<file path="src/sv/mce_pkg.sv">
// Shared types, constants and helper functions for the motor command encoder.
`default_nettype none
package mce_pkg;

	localparam int LimW   = 26;
	localparam int ValW   = 32;
	localparam int SpanW  = LimW + 1;
	localparam int CodeW  = 16;
	localparam int NumW   = SpanW + CodeW;
	localparam int Lanes  = 5;
	localparam int QDepth = 4;
	localparam int QPtrW  = $clog2(QDepth);
	localparam int Steps  = CodeW;
	localparam int CfgIdxW = 3;
	localparam int CfgW   = LimW;

	// Lane order: position, velocity, stiffness, damping, torque.
	localparam logic [Lanes-1:0] LaneSym  = 5'b10011;
	localparam logic [Lanes-1:0] LaneWide = 5'b00001;

	typedef enum logic [1:0] {
		OP_SETPOINT = 2'd0,
		OP_ENABLE   = 2'd1,
		OP_DISABLE  = 2'd2,
		OP_SPARE    = 2'd3
	} op_t;

	typedef enum logic [1:0] {
		KIND_SET = 2'd0,
		KIND_EN  = 2'd1,
		KIND_DIS = 2'd2
	} kind_t;

	typedef enum logic [CfgIdxW-1:0] {
		REG_POS_LIM  = 3'd0,
		REG_VEL_LIM  = 3'd1,
		REG_TRQ_LIM  = 3'd2,
		REG_STF_LIM  = 3'd3,
		REG_DMP_LIM  = 3'd4,
		REG_EN_TAIL  = 3'd5,
		REG_DIS_TAIL = 3'd6
	} reg_idx_t;

	typedef struct packed {
		logic [Lanes-1:0][LimW-1:0] lim;
		logic [7:0]                 en_tail;
		logic [7:0]                 dis_tail;
	} cfg_t;

	typedef struct packed {
		kind_t                      kind;
		logic [Lanes-1:0]           mask;
		logic [Lanes-1:0][NumW-1:0] num;
	} front_item_t;

	typedef struct packed {
		kind_t                       kind;
		logic [Lanes-1:0]            mask;
		logic [Lanes-1:0][SpanW-1:0] rem;
		logic [Lanes-1:0][CodeW-1:0] low;
		logic [Lanes-1:0][CodeW-1:0] quo;
	} div_stage_t;

	typedef struct packed {
		logic             hit;
		logic [SpanW-1:0] x;
	} prep_t;

	// Width of the range of one lane: twice the limit when symmetric about zero.
	function automatic logic [SpanW-1:0] lane_span(input logic [LimW-1:0] lim, input logic sym);
		lane_span = sym ? {lim, 1'b0} : {1'b0, lim};
	endfunction

	// Clamp a value to its range and return its offset from the bottom of the range.
	function automatic prep_t lane_prep(input logic signed [ValW-1:0] v,
			input logic [LimW-1:0] lim, input logic sym);
		logic signed [ValW+1:0] v34;
		logic signed [ValW+1:0] lo;
		logic signed [ValW+1:0] hi;
		logic signed [ValW+1:0] c;
		logic signed [ValW+1:0] d;
		v34 = {{2{v[ValW-1]}}, v};
		hi = $signed({8'd0, lim});
		lo = sym ? -hi : '0;
		c = v34;
		lane_prep.hit = 1'b0;
		if (v34 < lo) begin
			c = lo;
			lane_prep.hit = 1'b1;
		end
		if (v34 > hi) begin
			c = hi;
			lane_prep.hit = 1'b1;
		end
		d = c - lo;
		lane_prep.x = d[SpanW-1:0];
	endfunction

endpackage
`default_nettype wire

</file>
<file path="src/sv/mce_if.sv">
// Handshake interfaces for the command input and the frame output channels.
`default_nettype none
interface mce_cmd_if;
	logic               valid;
	logic               ready;
	logic [1:0]         operation;
	logic signed [31:0] position;
	logic signed [31:0] velocity;
	logic signed [31:0] gain_stiffness;
	logic signed [31:0] gain_damping;
	logic signed [31:0] torque_ff;

	modport source(output valid, operation, position, velocity, gain_stiffness,
		gain_damping, torque_ff, input ready);
	modport sink(input valid, operation, position, velocity, gain_stiffness,
		gain_damping, torque_ff, output ready);
endinterface

`default_nettype wire

</file>
<file path="src/sv/mce_front.sv">
// Front end: accepts commands, classifies them, clamps and scales the set-point values.
`default_nettype none
module mce_front import mce_pkg::*; (
	input  wire logic    clk,
	input  wire logic    arst_n,
	mce_cmd_if.sink      cmd,
	input  wire cfg_t    cfg,
	output front_item_t  item,
	output logic         item_valid,
	input  wire logic    item_ready
);

	front_item_t item_s1;
	logic        vld_s1;
	front_item_t nxt;
	logic [Lanes-1:0][ValW-1:0] vals;

	assign cmd.ready  = !vld_s1 || item_ready;
	assign item       = item_s1;
	assign item_valid = vld_s1;

	assign vals = {cmd.torque_ff, cmd.gain_damping, cmd.gain_stiffness,
		cmd.velocity, cmd.position};

	// Classify the command and build the numerators of the five scaling divisions.
	always_comb begin
		prep_t            p;
		logic [CodeW-1:0] top;
		nxt = '0;
		case (op_t'(cmd.operation))
			OP_ENABLE:  nxt.kind = KIND_EN;
			OP_DISABLE: nxt.kind = KIND_DIS;
			default:    nxt.kind = KIND_SET;
		endcase
		for (int l = 0; l < Lanes; l++) begin
			p = lane_prep(vals[l], cfg.lim[l], LaneSym[l]);
			top = LaneWide[l] ? 16'hFFFF : 16'h0FFF;
			nxt.mask[l] = p.hit && (nxt.kind == KIND_SET);
			nxt.num[l] = NumW'(p.x) * NumW'(top);
		end
	end

	// Stage register; it holds while the queue is full.
	always_ff @(posedge clk or negedge arst_n) begin
		if (!arst_n) begin
			vld_s1 <= 1'b0;
		end else if (cmd.ready) begin
			vld_s1 <= cmd.valid;
		end
	end

	always_ff @(posedge clk) begin
		if (cmd.ready && cmd.valid) begin
			item_s1 <= nxt;
		end
	end

endmodule
`default_nettype wire

</file>
<file path="src/flat_wrapper.sv">
// flat-port wrapper written by rule: the top's interface ports become plain ports
module mce_front_flat import mce_pkg::*;
  (clk, arst_n, cfg, item, item_valid, item_ready, cmd_valid, cmd_operation, cmd_position, cmd_velocity, cmd_gain_stiffness, cmd_gain_damping, cmd_torque_ff, cmd_ready);
  mce_cmd_if cmd_i ();
  input  wire logic clk;
  input  wire logic arst_n;
  input  wire cfg_t cfg;
  output front_item_t item;
  output logic item_valid;
  input  wire logic item_ready;
  input wire logic [$bits(cmd_i.valid)-1:0] cmd_valid;
  input wire logic [$bits(cmd_i.operation)-1:0] cmd_operation;
  input wire logic [$bits(cmd_i.position)-1:0] cmd_position;
  input wire logic [$bits(cmd_i.velocity)-1:0] cmd_velocity;
  input wire logic [$bits(cmd_i.gain_stiffness)-1:0] cmd_gain_stiffness;
  input wire logic [$bits(cmd_i.gain_damping)-1:0] cmd_gain_damping;
  input wire logic [$bits(cmd_i.torque_ff)-1:0] cmd_torque_ff;
  output wire logic [$bits(cmd_i.ready)-1:0] cmd_ready;
  assign cmd_i.valid = cmd_valid;
  assign cmd_i.operation = cmd_operation;
  assign cmd_i.position = cmd_position;
  assign cmd_i.velocity = cmd_velocity;
  assign cmd_i.gain_stiffness = cmd_gain_stiffness;
  assign cmd_i.gain_damping = cmd_gain_damping;
  assign cmd_i.torque_ff = cmd_torque_ff;
  assign cmd_ready = cmd_i.ready;
  mce_front u_core (.clk(clk), .arst_n(arst_n), .cmd(cmd_i), .cfg(cfg), .item(item), .item_valid(item_valid), .item_ready(item_ready));
endmodule
</file>
<file path="config.mk">
export PLATFORM = sky130hd
export DESIGN_NAME = mce_front_flat
export DESIGN_NICKNAME = d
export VERILOG_FILES = /design/src/sv/mce_pkg.sv /design/src/sv/mce_if.sv /design/src/sv/mce_front.sv /design/src/flat_wrapper.sv
export SDC_FILE = /design/constraint.sdc
export NUM_CORES = 2
export LEC_CHECK = 0
export ABC_AREA = 0
export BUFFER_PORTS_ARGS = -buffer_cell sky130_fd_sc_hd__buf_2
export CAP_MARGIN = 20
export CELL_PAD_IN_SITES_DETAIL_PLACEMENT = 0
export CELL_PAD_IN_SITES_GLOBAL_PLACEMENT = 2
export CORE_UTILIZATION = 40
export CTS_BUF_LIST = sky130_fd_sc_hd__clkbuf_2 sky130_fd_sc_hd__clkbuf_4 sky130_fd_sc_hd__clkbuf_8
export DETAILED_ROUTE_END_ITERATION = 8
export PLACE_DENSITY = 0.85
export SLEW_MARGIN = 0
export SYNTH_ARGS = -nofsm -noshare
export SYNTH_HDL_FRONTEND = slang
export SYNTH_SLANG_ARGS = --single-unit
export TNS_END_PERCENT = 20
</file>
<file path="constraint.sdc">
create_clock -name clk -period 7.6 [get_ports clk]
set_clock_uncertainty 0.15 [all_clocks]
set_input_delay 1.52 -clock clk [delete_from_list [all_inputs] [get_ports clk]]
set_output_delay 1.52 -clock clk [all_outputs]
set_load 0.01 [all_outputs]
</file>
==> results.md <==
- Share of the synthesized area in the top cell type: 33.5%
- Vias per inst: 4.89
- Hold Buf Count CTS: 0
- Status: finished, violations left
- Hold_ws: about 0.38 ns
- DRC viols: 186
- Slowest cell on the critical path: fa_2
- Sink Count: 207
- Final instance area: a little under 80000 um2
- Die width: approximately 370 um
- Leading area contributor after synthesis: fa_1
- Final core occ: a little under 60%
- Sequential fraction of the synthesis area: between 10% and 20%
- Initial antenna violation count: 23
- First-pass GRT wire length: 266000 um
- Worst setup margin: -4.32 ns
- Setup crit end kind: register
- Max_cap viols: 0
- Initial core utilization: 40.4%
- Worst Path Buf+Inv: 9
- Syn Std Cell Area: 53900 um2
- Clock root buffer: clkbuf_8
- Instance area at placement: 73100 um2
- WL per Instance: 16.6 um
- PortBufs: ~500
- Core Area: roughly 130000 um2
- #FFs+latches synth: 207
- IO Count: 536
- Final nets: 10000
- Routability cong.: around 0.99
- Failing checks: DRC, setup timing
- Crit path kind: in -> reg
- Die Ht: roughly 370 um
- Remaining antenna violation count: 0
- Layout area overhead: 44.7%
- Ys Warns: 0
- Vias in the first global route: roughly 53000
- FMAX: 83.9 MHz
- TritonRoute pass-1 iters: 7
- HPWL Detailed: 144000 um
- Final Hold Vio Count: 0
- Final setup viols: 165
- Period utilisation layout: 157%
- Critical Path Fanout Max: 4
- Critical Path RT: slightly below 8 ns
- Inserted Clock Buffers: 45
- Die area: 136000 um2
- CTS tree: yes
- Core Rows: 134
- Critical path's largest stage delay: about 0.60 ns
- Vias: 48500
- Fill count: approximately 12000
- Worst slew pin tran: ~1.0 ns
- Clock Latency Late Sink: 0.67 ns
- WL final: ~160000 um
- Gate Count Post-Synth: 5605
- CTS HTree Levels: 2
- Startpoint Class: input pin
- Hold Crit Class: reg -> reg
- RSZ-0062 raised after global routing: true
- Gr usage total: 24.4%
- Slew HR: 32.9%
- Share of cells above drive strength 1: between 30% and 40%
- Synth async-reset ratio: 0.483%
- Crit path max-delay family: adder cells
- Tmin final: 11.92 ns
- Post-synth EDFFs: a little over 200
- Avg Cell Area, Syn: between 9 and 10 um2
- Gr ovfl total: 0
- Commonest register cell after synthesis: edfxtp_1
- Initial DRC Count: 1970
- Largest net degree at the start of global routing: 117
- Max clock buf depth: 3
- Clock-pin transition on the worst setup and hold timing paths: 0.05 ns
- Distinct cells, synth: 87
- Worst endpoint data arrival time: 12.18 ns
- Top cells by area, synth: fa_1 34%, ha_1 17%, edfxtp_1 11%
- Max-slew violations: 0
cells by family after synthesis:
group | count (synthesis) | share of synthesized area (%)
muxes | 121 | 2.32
adders and majority gates | 1618 | 50.1
xor gates and xnor gates | 326 | 5.31
AOI/OAI and AO/OA | 1070 | 12.7
DFF | 207 | 11.5
and+or+nand+nor | 965 | 8.86
buffers and inverters | 1296 | 9.18
other | 2 | 0.0139
metal layers:
layer | vias to the layer above | part of all wire [%] | global-route usage [%]
met5 | - | 0.12 | 0
met4 | 30 | 3.3 | 7.88
met3 | 295 | 5.4 | 4.57
met2 | 928 | 50 | 43.2
met1 | 23700 | 42 | 29.7
li1 | 23600 | - | -
what timing repair did:
action,4_1_cts,5_1_grt
gates cloned,0,3
endpoints found under the setup margin,166,171
resized for setup,339,266
pin swaps,303,240
buffers inserted,115,56
final cells by class:
cell class / instances / area (um2) / share of cell area (%)
sequential: 207 / 6210 / 7.96
clock inverter: 29 / 223 / 0.285
multi-input combinational: 4134 / 46300 / 59.3
timing repair buffer: 2507 / 17900 / 22.9
tap: 1768 / 2210 / 2.83
antenna: 9 / 22.5 / 0.0288
inverter: 1208 / 4530 / 5.81
clock buffer: 53 / 679 / 0.870
cell usage after synthesis (17+ instances only):
| cell type | number |
|---|---|
| a211oi_1 | 29 |
| o21a_1 | 49 |
| nor3_1 | 72 |
| and3_1 | 40 |
| and2_1 | 19 |
| a21o_1 | 174 |
| o21ai_0 | 222 |
| edfxtp_1 | 206 |
| o31ai_1 | 22 |
| fa_1 | 904 |
| mux2_2 | 33 |
| clkbuf_1 | 58 |
| or2_2 | 19 |
| a21oi_1 | 298 |
| or3_1 | 26 |
| nor4_1 | 25 |
| nand2_1 | 227 |
| nand2b_1 | 52 |
| inv_1 | 1208 |
| xor2_1 | 85 |
| a22oi_1 | 27 |
| nand4_1 | 65 |
| nand3_1 | 78 |
| a31oi_1 | 28 |
| a21boi_0 | 18 |
| xnor2_1 | 240 |
| nor2b_1 | 53 |
| ha_1 | 712 |
| o211ai_1 | 36 |
| o21bai_1 | 33 |
| mux2i_1 | 88 |
| nor2_1 | 242 |
| buf_4 | 17 |
metrics by stage:
step	cells	TNS [ns]	setup WS (ns)
2_1_floorplan	5635	-440.05	-4.59
3_3_place_gp	9654	-573.02	-5.75
3_5_place_dp	9654	-585.47	-5.78
4_1_cts	9848	-405.87	-4.32
5_1_grt	9909	-463.16	-4.71
6_report	9915	-404.90	-4.32
tightest hold or removal path, stage by stage, from the launching register on:
cell and delay, ns:
dfrtp_1 0.34, nand2b_1 0.08, nand2b_1 0.07
final timing paths:
path	cells past startpoint	from	slack [ns]	to
setup / recovery	48	cfg[44]	-4.32	u_core.item[81]
hold / removal	2	u_core.item_valid	0.38	u_core.item_valid
setup reg to reg	4	u_core.item_valid	5.01	u_core.item[116]
hold reg to reg	2	u_core.item_valid	0.38	u_core.item_valid
max in group asynchronous	1	arst_n	6.74	u_core.item_valid
min in group asynchronous	1	arst_n	0.47	u_core.item_valid
sequential cells by signal, summed over array words and instances (netlist names):
name	flops
u_core.item	206
u_core.item_valid	1
cell usage in the layout (no fill, tap or decap), types with 22 or more instances in the layout:
| cell type | count |
|---|---|
| a21o_1 | 173 |
| a21oi_1 | 210 |
| a21oi_2 | 78 |
| a22oi_1 | 25 |
| a31oi_1 | 27 |
| and3_1 | 33 |
| buf_2 | 497 |
| buf_4 | 1940 |
| buf_6 | 60 |
| clkbuf_8 | 45 |
| conb_1 | 32 |
| edfxtp_1 | 206 |
| fa_1 | 852 |
| fa_2 | 52 |
| ha_1 | 647 |
| ha_4 | 58 |
| inv_1 | 1150 |
| inv_2 | 58 |
| mux2_2 | 27 |
| mux2i_1 | 83 |
| nand2_1 | 211 |
| nand2b_1 | 51 |
| nand3_1 | 68 |
| nand4_1 | 65 |
| nor2_1 | 217 |
| nor2b_1 | 47 |
| nor3_1 | 56 |
| nor4_1 | 22 |
| o211ai_1 | 36 |
| o21a_1 | 45 |
| o21ai_0 | 148 |
| o21ai_1 | 50 |
| o21ai_2 | 25 |
| o21bai_1 | 30 |
| xnor2_1 | 193 |
| xnor2_2 | 44 |
| xor2_1 | 67 |
Power is left out: the tool's default activity adds up to more than one toggle a clock period on the data nets, which glitch-free logic cannot reach.
