### src/sv/mce_pkg.sv
// Shared types, constants and helper functions for the motor command encoder.
`default_nettype none
package mce_pkg;

	localparam int LimW   = 26;
	localparam int ValW   = 32;
	localparam int SpanW  = LimW + 1;
	localparam int CodeW  = 16;
	localparam int NumW   = SpanW + CodeW;
	localparam int Lanes  = 5;
	localparam int QDepth = 4;
	localparam int QPtrW  = $clog2(QDepth);
	localparam int Steps  = CodeW;
	localparam int CfgIdxW = 3;
	localparam int CfgW   = LimW;

	// Lane order: position, velocity, stiffness, damping, torque.
	localparam logic [Lanes-1:0] LaneSym  = 5'b10011;
	localparam logic [Lanes-1:0] LaneWide = 5'b00001;

	typedef enum logic [1:0] {
		OP_SETPOINT = 2'd0,
		OP_ENABLE   = 2'd1,
		OP_DISABLE  = 2'd2,
		OP_SPARE    = 2'd3
	} op_t;

	typedef enum logic [1:0] {
		KIND_SET = 2'd0,
		KIND_EN  = 2'd1,
		KIND_DIS = 2'd2
	} kind_t;

	typedef enum logic [CfgIdxW-1:0] {
		REG_POS_LIM  = 3'd0,
		REG_VEL_LIM  = 3'd1,
		REG_TRQ_LIM  = 3'd2,
		REG_STF_LIM  = 3'd3,
		REG_DMP_LIM  = 3'd4,
		REG_EN_TAIL  = 3'd5,
		REG_DIS_TAIL = 3'd6
	} reg_idx_t;

	typedef struct packed {
		logic [Lanes-1:0][LimW-1:0] lim;
		logic [7:0]                 en_tail;
		logic [7:0]                 dis_tail;
	} cfg_t;

	typedef struct packed {
		kind_t                      kind;
		logic [Lanes-1:0]           mask;
		logic [Lanes-1:0][NumW-1:0] num;
	} front_item_t;

	typedef struct packed {
		kind_t                       kind;
		logic [Lanes-1:0]            mask;
		logic [Lanes-1:0][SpanW-1:0] rem;
		logic [Lanes-1:0][CodeW-1:0] low;
		logic [Lanes-1:0][CodeW-1:0] quo;
	} div_stage_t;

	typedef struct packed {
		logic             hit;
		logic [SpanW-1:0] x;
	} prep_t;

	// Width of the range of one lane: twice the limit when symmetric about zero.
	function automatic logic [SpanW-1:0] lane_span(input logic [LimW-1:0] lim, input logic sym);
		lane_span = sym ? {lim, 1'b0} : {1'b0, lim};
	endfunction

	// Clamp a value to its range and return its offset from the bottom of the range.
	function automatic prep_t lane_prep(input logic signed [ValW-1:0] v,
			input logic [LimW-1:0] lim, input logic sym);
		logic signed [ValW+1:0] v34;
		logic signed [ValW+1:0] lo;
		logic signed [ValW+1:0] hi;
		logic signed [ValW+1:0] c;
		logic signed [ValW+1:0] d;
		v34 = {{2{v[ValW-1]}}, v};
		hi = $signed({8'd0, lim});
		lo = sym ? -hi : '0;
		c = v34;
		lane_prep.hit = 1'b0;
		if (v34 < lo) begin
			c = lo;
			lane_prep.hit = 1'b1;
		end
		if (v34 > hi) begin
			c = hi;
			lane_prep.hit = 1'b1;
		end
		d = c - lo;
		lane_prep.x = d[SpanW-1:0];
	endfunction

endpackage
`default_nettype wire

### src/sv/mce_fifo.sv
// Short queue that decouples the front end from the division pipeline.
`default_nettype none
module mce_fifo import mce_pkg::*; (
	input  wire logic         clk,
	input  wire logic         arst_n,
	input  wire logic         push,
	input  wire front_item_t  push_data,
	output logic              full,
	input  wire logic         pop,
	output front_item_t       pop_data,
	output logic              not_empty
);

	front_item_t          mem_q [QDepth];
	logic [QPtrW-1:0]     wr_q;
	logic [QPtrW-1:0]     rd_q;
	logic [QPtrW:0]       cnt_q;

	assign full      = (cnt_q == (QPtrW+1)'(QDepth));
	assign not_empty = (cnt_q != '0);
	assign pop_data  = mem_q[rd_q];

	// Pointers and fill count.
	always_ff @(posedge clk or negedge arst_n) begin
		if (!arst_n) begin
			wr_q  <= '0;
			rd_q  <= '0;
			cnt_q <= '0;
		end else begin
			if (push) wr_q <= wr_q + 1'b1;
			if (pop)  rd_q <= rd_q + 1'b1;
			if (push && !pop) cnt_q <= cnt_q + 1'b1;
			else if (pop && !push) cnt_q <= cnt_q - 1'b1;
		end
	end

	always_ff @(posedge clk) begin
		if (push) begin
			mem_q[wr_q] <= push_data;
		end
	end

endmodule
`default_nettype wire

### config.mk
export PLATFORM = sky130hd
export DESIGN_NAME = mce_fifo
export DESIGN_NICKNAME = d
export VERILOG_FILES = /design/src/sv/mce_pkg.sv /design/src/sv/mce_fifo.sv
export SDC_FILE = /design/constraint.sdc
export NUM_CORES = 1
export LEC_CHECK = 0
export BUFFER_PORTS_ARGS = -buffer_cell sky130_fd_sc_hd__clkbuf_2
export CORE_MARGIN = 2
export CORE_UTILIZATION = 61
export DETAILED_ROUTE_END_ITERATION = 10
export GPL_ROUTABILITY_DRIVEN = 0
export PLACE_DENSITY = 0.95
export SLEW_MARGIN = 5
export SYNTH_ARGS = -nofsm -noshare
export SYNTH_HDL_FRONTEND = slang
export SYNTH_SLANG_ARGS = --single-unit
### constraint.sdc
create_clock -name clk -period 18.6 [get_ports clk]
set_input_delay 0.93 -clock clk [delete_from_list [all_inputs] [get_ports clk]]
set_output_delay 0.93 -clock clk [all_outputs]
set_load 0.005 [all_outputs]
==> Flow_metrics.wiki, run 1 <==
{| class="wikitable"
! Metric !! Value
|-
| Result of the run || completed
|-
| Avg Vias per Cell || 6.18
|-
| Number of enable flip-flop cells after synthesis || 888
|-
| Class of the most critical hold timing path || input pin to async pin
|-
| DRC Markers || 0
|-
| Unique masters post-synth || 18
|-
| Total number of vias || 15100
|-
| Top-area cell type share of the netlist area || 82.3%
|-
| Leakage power || 13.0 nW
|-
| Synth Warn # || 0
|-
| Area overhead of the layout relative to synthesis || 16.8%
|-
| Wire length after detailed routing || 73300 um
|-
| Kind of end point of the critical path || output port
|-
| Setup bufs post-CTS || 0
|-
| Post-Route Skew || 0.0187 ns
|-
| Total clock buffers created by CTS || 84
|-
| CTS Buffer Depth || 3
|-
| H-tree depth || 3
|-
| All-Layer GR Usage || 26.7%
|-
| Share of the core filled with cells || 72.1%
|-
| Floorplan core area || 52600 sq um
|-
| Die area || 55000 sq um
|-
| Netlist Area Pre-Place || 32400 sq um
|-
| Number of I/O port buffers || 449
|-
| Flip-flop and latch area || 26800 sq um
|-
| Clock insertion delay at the later pin of the skew report || 0.61 ns
|-
| Syn nets || 1426
|-
| Clock transition time at the flip-flop clock pins of the worst setup and hold paths || 0.06 ns
|-
| Setup violations, final || 0
|-
| Post-cts resize count || 0
|-
| Vias in the first global route || 16100
|-
| 1st-iter DRT viols || 1385
|-
| Most common library cells after synthesis || sky130_fd_sc_hd__edfxtp_1 (888), sky130_fd_sc_hd__mux4_2 (222), sky130_fd_sc_hd__buf_2 (25)
|-
| Most area-consuming cells after synthesis || sky130_fd_sc_hd__edfxtp_1 (82%), sky130_fd_sc_hd__mux4_2 (15%), sky130_fd_sc_hd__buf_6 (0.66%), sky130_fd_sc_hd__dfrtp_1 (0.54%), sky130_fd_sc_hd__buf_2 (0.39%)
|-
| Number of placed I/O pins || 450
|-
| Max Fclk || 218 MHz
|-
| Antenna violations before repair || 4
|-
| Worst IR Drop VDD || 0.133 mV
|-
| Per-cell routed wire length || 30.0 um
|-
| # fillers || 2773
|-
| CTS tree || yes
|-
| Vert. Die Dim || 235 um
|-
| Global-route wire length before repair || 105000 um
|-
| Fraction of registers with async set/reset || 0.782%
|-
| Root Buffer Master || sky130_fd_sc_hd__clkbuf_16
|-
| Final total negative setup slack || 0 ns
|-
| Most numerous cell in the Yosys netlist || sky130_fd_sc_hd__edfxtp_1
|-
| Required time of the worst setup path || 17.67 ns
|-
| Maximum number of pins on one net before global-route repair || 112
|-
| Grt ovf || 0
|-
| Residual antenna-violating net count after detailed routing || 0
|-
| Cells after synthesis || 1194
|-
| Hold_buf cts || 0
|-
| Critical path fanouts, max || 69
|-
| Launching element type of the critical path || register
|-
| Count of max-cap constraint violations || 0
|-
| Register-to-register path setup slack || 15.15 ns
|-
| DR pass1 iterations || 5
|-
| Layout cells sized above 1 || 45.7%
|-
| Prevailing post-synth register cell || sky130_fd_sc_hd__edfxtp_1
|-
| Power density over cell area || 159 nW/um^2
|-
| Initial standard-cell utilization of the core || 61.7%
|-
| Net count reported at finish || 1929
|-
| Die outline width || 235 um
|-
| Post-synthesis sequential element count || 895
|-
| Unrepaired setup endpoints after global routing || no
|-
| Min cycle time layout || 4.59 ns
|-
| Final cycle utilization of the critical path || 24.7%
|-
| Final Hold Vio Count || 0
|-
| Worst-margin pin slew || 1.08 ns
|-
| Worst EP arrival || 3.66 ns
|-
| Number of core rows || 84
|-
| Critical path type || register to output port
|-
| HPWL after DPL || 42500 um
|-
| Area occupied by multi-input gates || 5210 sq um
|-
| Max-slew violation count || 0
|-
| Register area share after synthesis || 82.8%
|-
| Cell type with the largest total area after synthesis || sky130_fd_sc_hd__edfxtp_1
|-
| Synthesized area divided by synthesized cell count || 27.2 sq um
|-
| Number of sinks handled by clock tree synthesis || 895
|-
| Relative slew slack || 28.0%
|}
==> through the flow <==
step | cell area (sq um) | cells | power [mW] | hold slack [ns] | setup slack (ns)
2_1_floorplan | 32400 | 1194 | 3.83 | 0.449 | 12.03
3_5_place_dp | 35300 | 2299 | 4.42 | 0.485 | 14.66
6_report | 37900 | 2448 | 6.01 | 0.169 | 14.01
4_1_cts | 37900 | 2442 | 6.06 | 0.134 | 13.97
3_3_place_gp | 35300 | 2299 | 4.32 | 0.467 | 14.76
5_1_grt | 37900 | 2445 | 6.23 | 0.151 | 13.89
==> power breakdown <==
part           switching [mW]  internal (mW)  total [mW]
Combinational           0.871          0.749        1.62
Sequential              0.150           2.64        2.79
Clock                   0.696          0.903        1.60
Total                    1.72           4.30        6.01
==> flip-flops by register name, indices dropped and copies added (netlist names) <==
| register | flops |
|---|---|
| cnt_q | 3 |
| wr_q | 2 |
| mem_q | 888 |
| rd_q | 2 |
==> path summary, 6_finish.rpt <==
path,start,endpoint,cells past startpoint
max,rd_q[1],pop_data[72],4
min,arst_n,rd_q[1],1
max reg2reg,wr_q[0],mem_q[2][79],5
min reg2reg,cnt_q[2],cnt_q[2],1
max in group asynchronous,arst_n,rd_q[0],1
min in group clk,cnt_q[2],cnt_q[2],1
==> per-layer routing <==
metal / track usage (%) / share of wire, %
met1: 32.7 / 34
met2: 46.6 / 53
met3: 6.52 / 8.9
met4: 9.61 / 3.5
met5: 0 / 0
==> cells in the final DEF, fill, tap and decap left out <==
cell,Yosys,layout
sky130_fd_sc_hd__clkinv_1,0,16
sky130_fd_sc_hd__clkbuf_1,6,21
sky130_fd_sc_hd__diode_2,0,6
sky130_fd_sc_hd__nor3b_1,1,1
sky130_fd_sc_hd__fa_1,1,1
sky130_fd_sc_hd__or3_1,1,1
sky130_fd_sc_hd__xnor2_1,2,2
sky130_fd_sc_hd__nor2_1,1,1
sky130_fd_sc_hd__inv_6,0,2
sky130_fd_sc_hd__dfrtp_4,0,2
sky130_fd_sc_hd__dfrtp_1,7,5
sky130_fd_sc_hd__and2_4,0,4
sky130_fd_sc_hd__xor2_1,4,4
sky130_fd_sc_hd__clkbuf_16,0,87
sky130_fd_sc_hd__clkinv_8,0,2
sky130_fd_sc_hd__o21ai_0,1,1
sky130_fd_sc_hd__edfxtp_1,888,888
sky130_fd_sc_hd__mux2_2,1,1
sky130_fd_sc_hd__bufinv_16,0,3
sky130_fd_sc_hd__ha_1,5,5
sky130_fd_sc_hd__mux4_2,222,222
sky130_fd_sc_hd__buf_12,0,1
sky130_fd_sc_hd__clkinv_2,0,10
sky130_fd_sc_hd__clkbuf_2,0,449
sky130_fd_sc_hd__nand2_1,2,2
sky130_fd_sc_hd__inv_1,4,4
sky130_fd_sc_hd__clkbuf_8,0,2
sky130_fd_sc_hd__buf_4,0,17
==> critical path: stages (launching register included) <==
cell,delay (ns)
sky130_fd_sc_hd__dfrtp_4,0.88
sky130_fd_sc_hd__buf_4,0.63
sky130_fd_sc_hd__buf_4,0.81
sky130_fd_sc_hd__mux4_2,0.46
sky130_fd_sc_hd__clkbuf_2,0.14
==> kinds of logic (layout without fill, tap and decap cells) <==
group | after synthesis | count (layout) | share of synthesized area [%]
other | 0 | 6 | 0
and+or+nand+nor | 9 | 9 | 0.154
DFF | 895 | 895 | 82.8
buffers and inverters | 54 | 614 | 1.16
muxes | 223 | 223 | 15.5
adders and majority gates | 6 | 6 | 0.255
xor gates and xnor gates | 6 | 6 | 0.162
AOI/OAI and AO/OA | 1 | 1 | 0.0154
==> final cells by class <==
cell class                 count  share of cell area, %
tap                          688                   2.27
multi-input combinational    245                   13.8
sequential                   895                   70.9
antenna                        6                 0.0396
clock inverter                33                  0.661
inverter                       4                 0.0396
timing repair buffer         467                   6.32
clock buffer                 110                   6.03
No activity file was read; power rests on OpenSTA's default activity.
==> run 2: changes to the inputs <==
--- a/config.mk
+++ b/config.mk
@@ -7,10 +7,10 @@
 export LEC_CHECK = 0
 export BUFFER_PORTS_ARGS = -buffer_cell sky130_fd_sc_hd__clkbuf_2
 export CORE_MARGIN = 2
-export CORE_UTILIZATION = 61
+export CORE_UTILIZATION = 51
 export DETAILED_ROUTE_END_ITERATION = 10
 export GPL_ROUTABILITY_DRIVEN = 0
-export PLACE_DENSITY = 0.95
+export PLACE_DENSITY = 0.87
 export SLEW_MARGIN = 5
 export SYNTH_ARGS = -nofsm -noshare
 export SYNTH_HDL_FRONTEND = slang
==> constraint.sdc (replaced) <==
create_clock -name clk -period 4.2 [get_ports clk]
set_input_delay 0.21 -clock clk [delete_from_list [all_inputs] [get_ports clk]]
set_output_delay 0.21 -clock clk [all_outputs]
set_load 0.005 [all_outputs]
==> Flow_metrics.wiki, run 2 (synthesized netlist as in run 1, its figures left out) <==
{| class="wikitable"
! Metric !! Value
|-
| Unrepaired setup endpoints after global routing || no
|-
| Clock transition time at the flip-flop clock pins of the worst setup and hold paths || 0.06 ns (about the same)
|-
| Area overhead of the layout relative to synthesis || 26.3%
|-
| Worst IR Drop VDD || 0.466 mV (+250%)
|-
| Critical Path Source || rd_q[1]
|-
| Avg Vias per Cell || 5.62 (-9.1%)
|-
| Critical path type || register to output port
|-
| Kind of end point of the critical path || output port
|-
| Initial standard-cell utilization of the core || 51.5% (-10 points)
|-
| Leakage power || 14.2 nW (+9.5%)
|-
| Net count reported at finish || 2176 (+13%)
|-
| HPWL after DPL || 42800 um (+0.62%)
|-
| Number of core rows || 92 (+9.5%)
|-
| Required time of the worst setup path || 3.99 ns (-13.68 ns)
|-
| Max Fclk || 331 MHz
|-
| Final Hold Vio Count || 0 (unchanged)
|-
| Setup violations, final || 0 (unchanged)
|-
| Top library cells by usage in the layout, fill and taps aside || sky130_fd_sc_hd__edfxtp_1 (888), sky130_fd_sc_hd__clkbuf_2 (449), sky130_fd_sc_hd__dlygate4sd3_1 (226)
|-
| Total number of vias || 16100 (+6.5%)
|-
| Number of sinks handled by clock tree synthesis || 895 (unchanged)
|-
| Most common cell after layout, fill and taps aside || sky130_fd_sc_hd__edfxtp_1
|-
| Worst reg2reg startpoint || wr_q[1]
|-
| Tightest hold margin || 0.346 ns (+0.177 ns)
|-
| Final total negative setup slack || 0 ns (unchanged)
|-
| Vias in the first global route || 17200 (+6.7%)
|-
| Wire length after detailed routing || 74600 um (+1.8%)
|-
| Critical path fanouts, max || 55 (-20%)
|-
| Hold path startpoint || push_data[63]
|-
| Vert. Die Dim || 256 um (+9.2%)
|-
| Overall power || 27.7 mW (+360%)
|-
| Max-slew violation count || 0 (unchanged)
|-
| Root Buffer Master || sky130_fd_sc_hd__clkbuf_16
|-
| Post-Route Skew || 0.0328 ns (+0.0141 ns)
|-
| Count of max-cap constraint violations || 0 (unchanged)
|-
| Flip-flop count of the largest register, all copies and words added || 888 (unchanged)
|-
| DRC Markers || 0 (unchanged)
|-
| Worst EP arrival || 2.81 ns (-0.85 ns)
|-
| DR pass1 iterations || 7 (+2)
|-
| Number of placed I/O pins || 450 (unchanged)
|-
| CTS Buffer Depth || 3 (unchanged)
|-
| Grt ovf || 0 (unchanged)
|-
| Clock insertion delay at the later pin of the skew report || 0.63 ns (+0.02 ns)
|-
| Die area || 65600 sq um (+19%)
|-
| Residual antenna-violating net count after detailed routing || 0 (unchanged)
|-
| Power density over cell area || 676 nW/um^2 (+330%)
|-
| Number of I/O port buffers || 449 (unchanged)
|-
| All-Layer GR Usage || 22.7% (-3.9 points)
|-
| Launching element type of the critical path || register
|-
| Worst-margin pin slew || 0.969 ns (-0.112 ns)
|-
| CTS tree || yes
|-
| Final cycle utilization of the critical path || 71.9%
|-
| Largest regs || mem_q x888, cnt_q x3
|-
| 1st-iter DRT viols || 1481 (+6.9%)
|-
| Antenna violations before repair || 13 (+9)
|-
| H-tree depth || 3 (unchanged)
|-
| Class of the most critical hold timing path || input pin to register
|-
| Die outline width || 256 um (+9.2%)
|-
| Layout cells sized above 1 || 41.6% (-4.1 points)
|-
| Min cycle time layout || 3.02 ns
|-
| Total clock buffers created by CTS || 88 (+4.8%)
|-
| Per-cell routed wire length || 26.0 um (-13%)
|-
| Result of the run || completed
|-
| Relative slew slack || 35.4% (+7.5 points)
|-
| Floorplan core area || 63000 sq um (+20%)
|-
| Register with the highest flop count || mem_q
|-
| Maximum number of pins on one net before global-route repair || 90 (-20%)
|-
| Global-route wire length before repair || 110000 um (+4.9%)
|}
[run 2: worst paths after layout]
path | to | slack [ns] | depth (start not counted)
min | mem_q[1][63] | 0.35 | 2
max in group asynchronous | rd_q[1] | 3.09 | 3
min in group asynchronous | wr_q[0] | 0.73 | 3
min reg2reg | cnt_q[2] | 0.50 | 1
max reg2reg | mem_q[1][1] | 1.92 | 4
max | pop_data[17] | 1.18 | 3
[run 2: stage by stage]
stage | cell area (sq um) | setup WS [ns] | utilization (%) | std cells
2_1_floorplan | 32400 | 0.420 | - | 1194
3_3_place_gp | 35900 | 1.84 | 56.9 | 2474
3_5_place_dp | 35900 | 1.83 | 56.9 | 2474
4_1_cts | 40900 | 1.15 | 65.0 | 2859
5_1_grt | 41000 | 1.08 | 65.1 | 2867
6_report | 41000 | 1.18 | 65.1 | 2867
[run 2: area by class of cell]
| cell class | count | area (sq um) |
|---|---|---|
| Clock inverter | 56 | 564 |
| Fill cell | 3840 | 22000 |
| Inverter | 4 | 15.0 |
| Sequential cell | 895 | 26800 |
| Tap cell | 846 | 1060 |
| Antenna cell | 8 | 20.0 |
| Multi-Input combinational cell | 245 | 5210 |
| Clock buffer | 103 | 2260 |
| Timing Repair Buffer | 710 | 4980 |
[run 2: report_power, final]
part	internal, mW	switching (mW)	leakage [nW]
clock	4.42	3.30	1.38
combinational	3.69	3.91	4.58
sequential	11.7	0.686	8.24
[run 2: per-layer routing]
metal	part of all wire [%]	GRT usage, %	wire (um)
met2	53	39.3	39600
met5	0.068	0	51
met1	36	28.2	26700
met3	7.5	4.84	5610
met4	3.5	9.13	2630
[run 2: worst max-delay path, stage by stage (launching register included)]
cell and delay (ns):
sky130_fd_sc_hd__dfrtp_4 1.06, sky130_fd_sc_hd__buf_4 0.52, sky130_fd_sc_hd__mux4_2 0.42, sky130_fd_sc_hd__clkbuf_2 0.14
[run 2: what timing repair did]
item                      4_1_cts  5_1_grt
gates resized for setup         0        0
hold endpoints to repair      899        0
hold buffers                  226        0
buffers inserted                0        0
